$ cat src/rtl/prq_pkg.sv
// shared constants and control structs for the priority run queue
`timescale 1ns / 1ps

package prq_pkg;

  localparam int NUM_PRIO_DEF  = 128;
  localparam int NUM_TASKS_DEF = 64;

  // fixed field widths of the stream words
  localparam int PRIO_W    = 7;
  localparam int TASK_W    = 6;
  localparam int COUNT_W   = 7;
  localparam int S_TDATA_W = 16;
  localparam int M_TDATA_W = 16;

  // level bitmap is searched in groups of this many levels
  localparam int GROUP_W     = 16;
  localparam int GROUP_BIT_W = 4;

  // operation codes carried in s_tuser
  localparam logic OP_PUSH = 1'b0;
  localparam logic OP_POP  = 1'b1;

  // strobes into the link store memories
  typedef struct packed {
    logic hl_rd;
    logic hl_wr;
    logic link_rd;
    logic link_wr;
    logic tq_rd;
    logic tq_wr;
    logic tq_val;
  } store_cmd_t;

  // strobes into the level bitmap
  typedef struct packed {
    logic search;
    logic set;
    logic clr;
  } map_cmd_t;

endpackage

$ cat src/rtl/priority_bitmap_run_queue.sv
// top level of the bitmap priority run queue: sequencer and result register
//
//   channel  dir  word contents (low bit first)              accepted when
//   s_*      in   tdata: prio[6:0] task_id[12:7]; tuser: op   s_tvalid & s_tready
//   m_*      out  tdata: popped_task[5:0] running_count[12:6]; m_tvalid & m_tready
//                 tuser: found
//
// push: head/tail and queued-flag read, then write back
// pop of a queued task: group search, level search with head/tail
//   read, link read, head write back; an empty pop goes straight to its result
// every step is bound by the registered read of the memories
// after reset the queued-flag memory is swept entry by entry, s_tready low
// a finished word waits only if the previous result word is still not taken
`timescale 1ns / 1ps

module priority_bitmap_run_queue #(
  parameter int NUM_PRIO  = prq_pkg::NUM_PRIO_DEF,
  parameter int NUM_TASKS = prq_pkg::NUM_TASKS_DEF
) (
  input  logic                            clk,
  input  logic                            rst,
  input  logic                            s_tvalid,
  output logic                            s_tready,
  input  logic [prq_pkg::S_TDATA_W-1:0]   s_tdata,  // prio[6:0], task_id[12:7], zero[15:13]
  input  logic                            s_tuser,  // op[0]
  output logic                            m_tvalid,
  input  logic                            m_tready,
  output logic [prq_pkg::M_TDATA_W-1:0]   m_tdata,  // popped_task[5:0], running_count[12:6]
  output logic                            m_tuser   // found[0]
);

  localparam int PW = $clog2(NUM_PRIO);
  localparam int TW = $clog2(NUM_TASKS);
  localparam int CW = $clog2(NUM_TASKS + 1);

  typedef enum logic [2:0] {
    S_IDLE,
    S_PUSH,
    S_POP_LVL,
    S_POP_HEAD,
    S_POP_LINK,
    S_EMPTY
  } state_t;

  state_t st;

  // input word fields
  logic [prq_pkg::PRIO_W-1:0] in_prio;
  logic [prq_pkg::TASK_W-1:0] in_task;
  logic                       in_take;

  // working registers of the current operation
  logic [PW-1:0] cur_prio;
  logic [PW-1:0] cur_level;
  logic [TW-1:0] cur_task;
  logic [TW-1:0] cur_head;
  logic          push_ok;
  logic          last_one;
  logic [CW-1:0] count;
  logic [CW-1:0] count_inc;
  logic          push_do;

  // result register
  logic [prq_pkg::TASK_W-1:0]  out_task;
  logic                        out_found;
  logic [prq_pkg::COUNT_W-1:0] out_count;
  logic                        out_free;
  logic                        out_load;

  // level map hookup
  prq_pkg::map_cmd_t mcmd;
  logic [PW-1:0]     lm_level;
  logic              lm_hit;
  logic              lm_any;
  logic [PW-1:0]     lm_first;

  // link store hookup
  prq_pkg::store_cmd_t scmd;
  logic [PW-1:0] hl_addr;
  logic [TW-1:0] hl_wr_head;
  logic [TW-1:0] hl_wr_tail;
  logic [TW-1:0] hl_head;
  logic [TW-1:0] hl_tail;
  logic [TW-1:0] link_addr;
  logic [TW-1:0] link_rdata;
  logic [TW-1:0] tq_addr;
  logic          tq_rdata;
  logic          init_busy;

  assign in_prio = s_tdata[prq_pkg::PRIO_W-1:0];
  assign in_task = s_tdata[prq_pkg::PRIO_W +: prq_pkg::TASK_W];

  assign s_tready  = (st == S_IDLE) && !init_busy;
  assign in_take   = s_tvalid && s_tready;
  assign out_free  = !m_tvalid || m_tready;
  assign count_inc = count + 1'b1;

  // a result word is loaded in the last state of every operation
  assign out_load = out_free && ((st == S_PUSH) || (st == S_POP_LINK) || (st == S_EMPTY));

  // a push only lands for an in-range task that is not queued yet
  assign push_do = push_ok && !tq_rdata;

  assign m_tdata = prq_pkg::M_TDATA_W'({out_count, out_task});
  assign m_tuser = out_found;

  prq_level_map #(
    .NUM_PRIO (NUM_PRIO)
  ) u_map (
    .clk   (clk),
    .rst   (rst),
    .cmd   (mcmd),
    .level (lm_level),
    .hit   (lm_hit),
    .any   (lm_any),
    .first (lm_first)
  );

  prq_link_store #(
    .NUM_PRIO  (NUM_PRIO),
    .NUM_TASKS (NUM_TASKS)
  ) u_store (
    .clk        (clk),
    .rst        (rst),
    .cmd        (scmd),
    .hl_addr    (hl_addr),
    .hl_wr_head (hl_wr_head),
    .hl_wr_tail (hl_wr_tail),
    .hl_head    (hl_head),
    .hl_tail    (hl_tail),
    .link_addr  (link_addr),
    .link_wdata (cur_task),
    .link_rdata (link_rdata),
    .tq_addr    (tq_addr),
    .tq_rdata   (tq_rdata),
    .init_busy  (init_busy)
  );

  // memory and bitmap strobes per state
  always_comb begin
    scmd       = '0;
    mcmd       = '0;
    hl_addr    = cur_level;
    hl_wr_head = hl_head;
    hl_wr_tail = hl_tail;
    link_addr  = hl_head;
    tq_addr    = cur_task;
    lm_level   = cur_level;
    unique case (st)
      S_IDLE: begin
        hl_addr = PW'(in_prio);
        tq_addr = TW'(in_task);
        if (in_take) begin
          if (s_tuser == prq_pkg::OP_PUSH) begin
            scmd.hl_rd = 1'b1;
            scmd.tq_rd = 1'b1;
          end else begin
            mcmd.search = lm_any;
          end
        end
      end
      S_PUSH: begin
        hl_addr    = cur_prio;
        lm_level   = cur_prio;
        link_addr  = hl_tail;
        hl_wr_tail = cur_task;
        // empty level: new task is head and tail
        if (!lm_hit) hl_wr_head = cur_task;
        if (out_free && push_do) begin
          scmd.hl_wr   = 1'b1;
          scmd.tq_wr   = 1'b1;
          scmd.tq_val  = 1'b1;
          scmd.link_wr = lm_hit;
          mcmd.set     = !lm_hit;
        end
      end
      S_POP_LVL: begin
        hl_addr    = lm_first;
        scmd.hl_rd = 1'b1;
      end
      S_POP_HEAD: begin
        link_addr    = hl_head;
        tq_addr      = hl_head;
        scmd.link_rd = 1'b1;
        scmd.tq_wr   = 1'b1;
        // level drains when its head is also its tail
        mcmd.clr     = (hl_head == hl_tail);
      end
      S_POP_LINK: begin
        hl_wr_head = link_rdata;
        scmd.hl_wr = out_free && !last_one;
      end
      S_EMPTY: begin
      end
      default: begin
      end
    endcase
  end

  // sequencer, counters and result register
  always_ff @(posedge clk) begin
    if (rst) begin
      st       <= S_IDLE;
      m_tvalid <= 1'b0;
      count    <= '0;
    end else begin
      if (out_load) begin
        m_tvalid <= 1'b1;
      end else if (m_tvalid && m_tready) begin
        m_tvalid <= 1'b0;
      end
      unique case (st)
        S_IDLE: begin
          if (in_take) begin
            cur_prio <= PW'(in_prio);
            cur_task <= TW'(in_task);
            push_ok  <= (int'(in_prio) < NUM_PRIO) && (int'(in_task) < NUM_TASKS);
            if (s_tuser == prq_pkg::OP_PUSH) begin
              st <= S_PUSH;
            end else if (lm_any) begin
              st <= S_POP_LVL;
            end else begin
              st <= S_EMPTY;
            end
          end
        end
        S_PUSH: begin
          if (out_free) begin
            out_task  <= '0;
            out_found <= 1'b0;
            if (push_do) begin
              count     <= count_inc;
              out_count <= prq_pkg::COUNT_W'(count_inc);
            end else begin
              out_count <= prq_pkg::COUNT_W'(count);
            end
            st <= S_IDLE;
          end
        end
        S_POP_LVL: begin
          cur_level <= lm_first;
          st        <= S_POP_HEAD;
        end
        S_POP_HEAD: begin
          cur_head <= hl_head;
          last_one <= (hl_head == hl_tail);
          count    <= count - 1'b1;
          st       <= S_POP_LINK;
        end
        S_POP_LINK: begin
          if (out_free) begin
            out_task  <= prq_pkg::TASK_W'(cur_head);
            out_found <= 1'b1;
            out_count <= prq_pkg::COUNT_W'(count);
            st        <= S_IDLE;
          end
        end
        S_EMPTY: begin
          if (out_free) begin
            out_task  <= '0;
            out_found <= 1'b0;
            out_count <= prq_pkg::COUNT_W'(count);
            st        <= S_IDLE;
          end
        end
        default: begin
          st <= S_IDLE;
        end
      endcase
    end
  end

  // some level is busy exactly when tasks are queued
  a_bitmap_vs_count: assert property (@(posedge clk) disable iff (rst)
    lm_any == (count != '0))
    else $error("level bitmap disagrees with queued count");

  // the queued count moves by at most one per cycle
  a_count_step: assert property (@(posedge clk) disable iff (rst)
    (count != $past(count)) |->
      (count == CW'($past(count) + 1'b1) || count == CW'($past(count) - 1'b1)))
    else $error("queued count jumped");

  // the level chosen by a pop is busy when its head is taken
  a_pop_level_busy: assert property (@(posedge clk) disable iff (rst)
    (st == S_POP_HEAD) |-> lm_hit)
    else $error("pop picked an empty level");

  // a new word is never taken while the sweep after reset runs
  a_no_take_in_init: assert property (@(posedge clk) disable iff (rst)
    init_busy |-> !s_tready)
    else $error("input taken during queued-flag sweep");

endmodule

$ cat src/rtl/prq_level_map.sv
// level bitmap with a two-step grouped search for the most urgent busy level
`timescale 1ns / 1ps

module prq_level_map #(
  parameter int NUM_PRIO = prq_pkg::NUM_PRIO_DEF,
  localparam int PW = $clog2(NUM_PRIO)
) (
  input  logic                 clk,
  input  logic                 rst,
  input  prq_pkg::map_cmd_t    cmd,
  input  logic [PW-1:0]        level,
  output logic                 hit,
  output logic                 any,
  output logic [PW-1:0]        first
);

  localparam int G   = prq_pkg::GROUP_W;
  localparam int GBW = prq_pkg::GROUP_BIT_W;
  localparam int NG  = (NUM_PRIO + G - 1) / G;
  localparam int GW  = (NG > 1) ? $clog2(NG) : 1;
  localparam int NGP = 1 << GW;

  logic [NUM_PRIO-1:0] bitmap;
  logic [NGP*G-1:0]    padded;
  logic [G-1:0]        words [NGP];
  logic [NGP-1:0]      summary;
  logic [GW-1:0]       grp;
  logic [GW-1:0]       grp_next;
  logic [G-1:0]        word_sel;
  logic [GBW-1:0]      bit_next;
  logic [GW+GBW-1:0]   first_wide;

  assign padded = (NGP*G)'(bitmap);

  always_comb begin
    for (int g = 0; g < NGP; g++) begin
      words[g]   = padded[g*G +: G];
      summary[g] = |padded[g*G +: G];
    end
  end

  assign any = |summary;
  assign hit = bitmap[level];

  // lowest busy group, taken when a pop starts
  always_comb begin
    grp_next = '0;
    for (int g = NGP - 1; g >= 0; g--) begin
      if (summary[g]) grp_next = GW'(g);
    end
  end

  // lowest busy level inside the chosen group
  always_comb begin
    word_sel = words[grp];
    bit_next = '0;
    for (int j = G - 1; j >= 0; j--) begin
      if (word_sel[j]) bit_next = GBW'(j);
    end
  end

  assign first_wide = {grp, bit_next};
  assign first      = PW'(first_wide);

  always_ff @(posedge clk) begin
    if (rst) begin
      bitmap <= '0;
      grp    <= '0;
    end else begin
      if (cmd.search) grp <= grp_next;
      if (cmd.set) bitmap[level] <= 1'b1;
      if (cmd.clr) bitmap[level] <= 1'b0;
    end
  end

endmodule

$ cat src/rtl/prq_link_store.sv
// head/tail, successor link and queued-flag memories of the run queue
`timescale 1ns / 1ps

module prq_link_store #(
  parameter int NUM_PRIO  = prq_pkg::NUM_PRIO_DEF,
  parameter int NUM_TASKS = prq_pkg::NUM_TASKS_DEF,
  localparam int PW = $clog2(NUM_PRIO),
  localparam int TW = $clog2(NUM_TASKS)
) (
  input  logic                clk,
  input  logic                rst,
  input  prq_pkg::store_cmd_t cmd,
  input  logic [PW-1:0]       hl_addr,
  input  logic [TW-1:0]       hl_wr_head,
  input  logic [TW-1:0]       hl_wr_tail,
  output logic [TW-1:0]       hl_head,
  output logic [TW-1:0]       hl_tail,
  input  logic [TW-1:0]       link_addr,
  input  logic [TW-1:0]       link_wdata,
  output logic [TW-1:0]       link_rdata,
  input  logic [TW-1:0]       tq_addr,
  output logic                tq_rdata,
  output logic                init_busy
);

  logic [2*TW-1:0] hl_mem   [NUM_PRIO];
  logic [TW-1:0]   link_mem [NUM_TASKS];
  logic            tq_mem   [NUM_TASKS];
  logic [TW-1:0]   clr_idx;

  // head in the upper half, tail in the lower half
  always_ff @(posedge clk) begin
    if (cmd.hl_wr) hl_mem[hl_addr] <= {hl_wr_head, hl_wr_tail};
    if (cmd.hl_rd) {hl_head, hl_tail} <= hl_mem[hl_addr];
  end

  always_ff @(posedge clk) begin
    if (cmd.link_wr) link_mem[link_addr] <= link_wdata;
    if (cmd.link_rd) link_rdata <= link_mem[link_addr];
  end

  // queued flags are swept to zero after reset
  always_ff @(posedge clk) begin
    if (init_busy) begin
      tq_mem[clr_idx] <= 1'b0;
    end else if (cmd.tq_wr) begin
      tq_mem[tq_addr] <= cmd.tq_val;
    end
    if (cmd.tq_rd) tq_rdata <= tq_mem[tq_addr];
  end

  always_ff @(posedge clk) begin
    if (rst) begin
      clr_idx   <= '0;
      init_busy <= 1'b1;
    end else if (init_busy) begin
      if (clr_idx == TW'(NUM_TASKS - 1)) begin
        init_busy <= 1'b0;
      end else begin
        clr_idx <= clr_idx + 1'b1;
      end
    end
  end

endmodule

$ cat config.mk
export PLATFORM = sky130hd
export DESIGN_NAME = priority_bitmap_run_queue
export DESIGN_NICKNAME = d
export VERILOG_FILES = /design/src/rtl/prq_pkg.sv /design/src/rtl/priority_bitmap_run_queue.sv /design/src/rtl/prq_level_map.sv /design/src/rtl/prq_link_store.sv
export SDC_FILE = /design/constraint.sdc
export NUM_CORES = 2
export LEC_CHECK = 0
export BUFFER_PORTS_ARGS = -buffer_cell sky130_fd_sc_hd__buf_4
export CAP_MARGIN = 15
export CORE_MARGIN = 2
export CORE_UTILIZATION = 45
export CTS_CLUSTER_DIAMETER = 120
export DETAILED_ROUTE_END_ITERATION = 7
export PLACE_DENSITY_LB_ADDON = 0.25
export SLEW_MARGIN = 20
export SYNTH_ARGS = -nofsm -noshare
export SYNTH_HDL_FRONTEND = slang
export SYNTH_SLANG_ARGS = --single-unit
$ cat constraint.sdc
create_clock -name clk -period 13.05 [get_ports clk]
set_input_delay 2.61 -clock clk [delete_from_list [all_inputs] [get_ports clk]]
set_output_delay 2.61 -clock clk [all_outputs]
set_load 0.005 [all_outputs]
==> impl_metrics.toml <==
[clock_tree]
post_cts.repair.setup_buffers = 0
cts_repair_resize_count = 0
cts_tree = "done"
numCtsBuffers = 216
clk_pin_slew_worst_paths_ns = 0.06
hold_buffers = 0
cts_sinks = 2193
htree_num_levels = 4
insertion_delay_ns = 0.91
clock-root-buffer = "clkbuf_16"
clock_path_buffers = 3

[synthesis]
yosys_warnings = 0
synth_seq_cells = 2193
synth_cells = 6316
yosys.area.top_type_share = 0.6881
synth_flop_cell = "edfxtp_1"
syn_area_mm2 = 0.08920
synthTopCellsByArea = "edfxtp_1 69%, nand2_1 3.4%, dfxtp_1 3.3%"
synthArstFlopShare = 0
synth_edf_count = 2044
synth-seq-area-share = 0.7215
syn_area_per_cell_um2 = 14.12
synthDistinctLibCells = 94
synth_top_cell_by_area = "edfxtp_1"

[sta]
relSlewSlack = 0.1583
tightest_slew_ns = 1.259
fmax_mhz = 131.6
skew_ns = 0.06283
min_period_ns = 7.598
hold_violations = 0
rsz0062_at_grt = "false"
post-route-period-util = 0.5822
slew_violations = 0
setup_tns_ns = 0
setup_viol = 0
timing.hold.ws_ns = 0.5181

[floorplanning]
die_area_mm2 = 0.2018
start_util = 0.4523
core_area_mm2 = 0.1972
pin_count = 40
die_x_um = 449.2
die_h_um = 449.2
row_count = 163

[grt]
antenna_found_initial = 12
grt_pass1_vias = 55083
grt_pass1_wl_mm = 389.9
grt_max_degree = 104
gr-total-overflow = 0
track_usage = 0.2622

[setup_path]
worst_path_max_delay_cell = "nor2_2"
crit_chain = "buf_4 -> mux2_2 -> or4b_1 -> a41oi_1 -> o2111ai_2 -> nand2_8 -> buf_4 -> nand3_1 -> nor2_2 -> a22oi_1 -> a31oi_1 -> nor4_1 -> nor4_1"
worstSetupEndpointType = "register"
crit_path_start_kind = "register"
critical_path.max_stage_delay_ns = 1.01
crit_type = "reg2reg"
cp.arrival_ns = 8.12
required_ns = 13.57
cp_max_fo = 51

[min_path]
hold_path.class = "reg2reg"

[drt]
wl_mm = 270.7
num_vias = 57881
wl_per_cell_um = 29.30
vias_per_cell = 6.266
drtAntennaViolNets = 0
drt-initial-drc-count = 8036
drt_first_pass_iters = 6
route.detailed.drc = 0

[pwr]
peakVddDrop_uv = 184.6
powerDensity_mw_per_mm2 = 215.6
p_total_uw = 21690
p_leak_uw = 0.03206

[placement]
portBuffers = 33
dp_hpwl_mm = 161.5
place.gp.congestion = 0.9361

[layout]
regArea_mm2 = 0.06436
layout-drive-gt1-share = 0.1292
area_delta_synth_final_pct = 12.79
multiInputGateArea_mm2 = 0.02360
fillCellCount = 16541
nNetsFinal = 6437

[run]
cap_viol_max_count = 0

[run_status]
status = "complete, no violations"
cell usage in the layout (no fill, tap or decap), drive strengths merged, types with 51 or more instances in the layout:
cell type / count
a221oi: 104
nor2: 500
clkinv: 102
o21a: 116
nor3: 60
mux4: 60
o22ai: 72
a21oi: 495
mux2i: 256
o21ai: 140
a211oi: 86
dfxtp: 149
a22oi: 133
buf: 277
a31oi: 56
edfxtp: 2044
nand3: 169
clkbuf: 264
nand2: 815
nor4: 51
mux2: 75
routing by layer:
metal | global-route usage | wire length, µm | up-vias
li1 | - | - | 24797
met1 | 0.3648 | 108300 | 29385
met2 | 0.4149 | 126700 | 3199
met3 | 0.05276 | 27150 | 496
met4 | 0.08370 | 8495 | 4
met5 | 0 | 27 | -
final timing paths:
check | from | end | slack, ns | cells past startpoint
worst min register to register | u_store.clr_idx[5]$_SDFFE_PP0P_ | u_store.clr_idx[5]$_SDFFE_PP0P_ | 0.52 | 2
worst min-delay path | u_store.clr_idx[5]$_SDFFE_PP0P_ | u_store.clr_idx[5]$_SDFFE_PP0P_ | 0.52 | 2
worst max register to register | u_map.grp[1]$_SDFFE_PP0P_ | u_store.hl_head[4]$_DFFE_PP_ | 5.45 | 13
worst max-delay path | u_map.grp[1]$_SDFFE_PP0P_ | u_store.hl_head[4]$_DFFE_PP_ | 5.45 | 13
critical path: cells and delay by family, from the launching register on:
| kind | cells | cell delay, ns |
|---|---|---|
| compound gates | 4 | 1.62 |
| simple gates | 6 | 3.70 |
| flops | 1 | 0.31 |
| buf+inv | 2 | 1.10 |
| mux | 1 | 0.44 |
cells in the mapped netlist, drive strengths merged, types with 51 or more instances:
| master | instances |
|---|---|
| nand3 | 169 |
| a211oi | 86 |
| a221oi | 104 |
| nor4 | 51 |
| mux2 | 75 |
| clkbuf | 191 |
| edfxtp | 2044 |
| a21oi | 495 |
| nor2 | 500 |
| nor3 | 60 |
| o21a | 116 |
| mux4 | 60 |
| a31oi | 56 |
| nand2 | 815 |
| o21ai | 140 |
| buf | 209 |
| dfxtp | 149 |
| a22oi | 133 |
| mux2i | 256 |
| o22ai | 72 |
area by class of cell:
class                   instances  area share
flip-flops and latches       2193      0.6397
multi-input cells            3714      0.2346
clock buffers                 264     0.05598
well taps                    2640     0.03283
repair buffers                277     0.02119
clock inverters               136     0.01522
inverters                      11   0.0004104
diodes                          2  0.00004975
cell families after synthesis:
family                     synth area share
other                            0.00004204
AOI/OAI and AO/OA                    0.1176
xor gates and xnor gates           0.002160
DFF                                  0.7215
and+or+nand+nor                     0.08382
muxes                               0.05334
adders and majority gates         0.0004208
buffers and inverters               0.02108
per-stage QoR:
| step | utilization | worst slack [ns] | instance area [µm²] | instances |
|---|---|---|---|---|
| finish | 0.5101 | 5.452 | 100600 | 9237 |
| global route | 0.5101 | 5.385 | 100600 | 9236 |
| CTS | 0.5097 | 5.450 | 100500 | 9233 |
| detailed placement | 0.4734 | 5.188 | 93370 | 8833 |
| global placement | 0.4729 | 5.146 | 93270 | 8832 |
| floorplan | - | 3.393 | 89210 | 6318 |
flip-flops by register name, indices dropped and copies added (netlist names), 6 cells and up:
signal / count
u_store.clr_idx: 6
u_store.hl_mem: 1536
u_store.tq_mem: 64
cur_prio: 7
u_store.hl_head: 6
u_map.bitmap: 128
u_store.link_mem: 384
cur_task: 6
out_task: 6
count: 7
u_store.hl_tail: 6
u_store.link_rdata: 6
cur_head: 6
out_count: 7
cur_level: 7
report_power, final:
group	internal (µW)	leakage (µW)	total (µW)	switching [µW]
Combinational	1710	0.00910	7030	5330
Sequential	8340	0.0195	8350	11.4
Clock	3570	0.00347	6310	2740
Total	13600	0.0321	21700	8080
(Power assumes the default switching activity.)
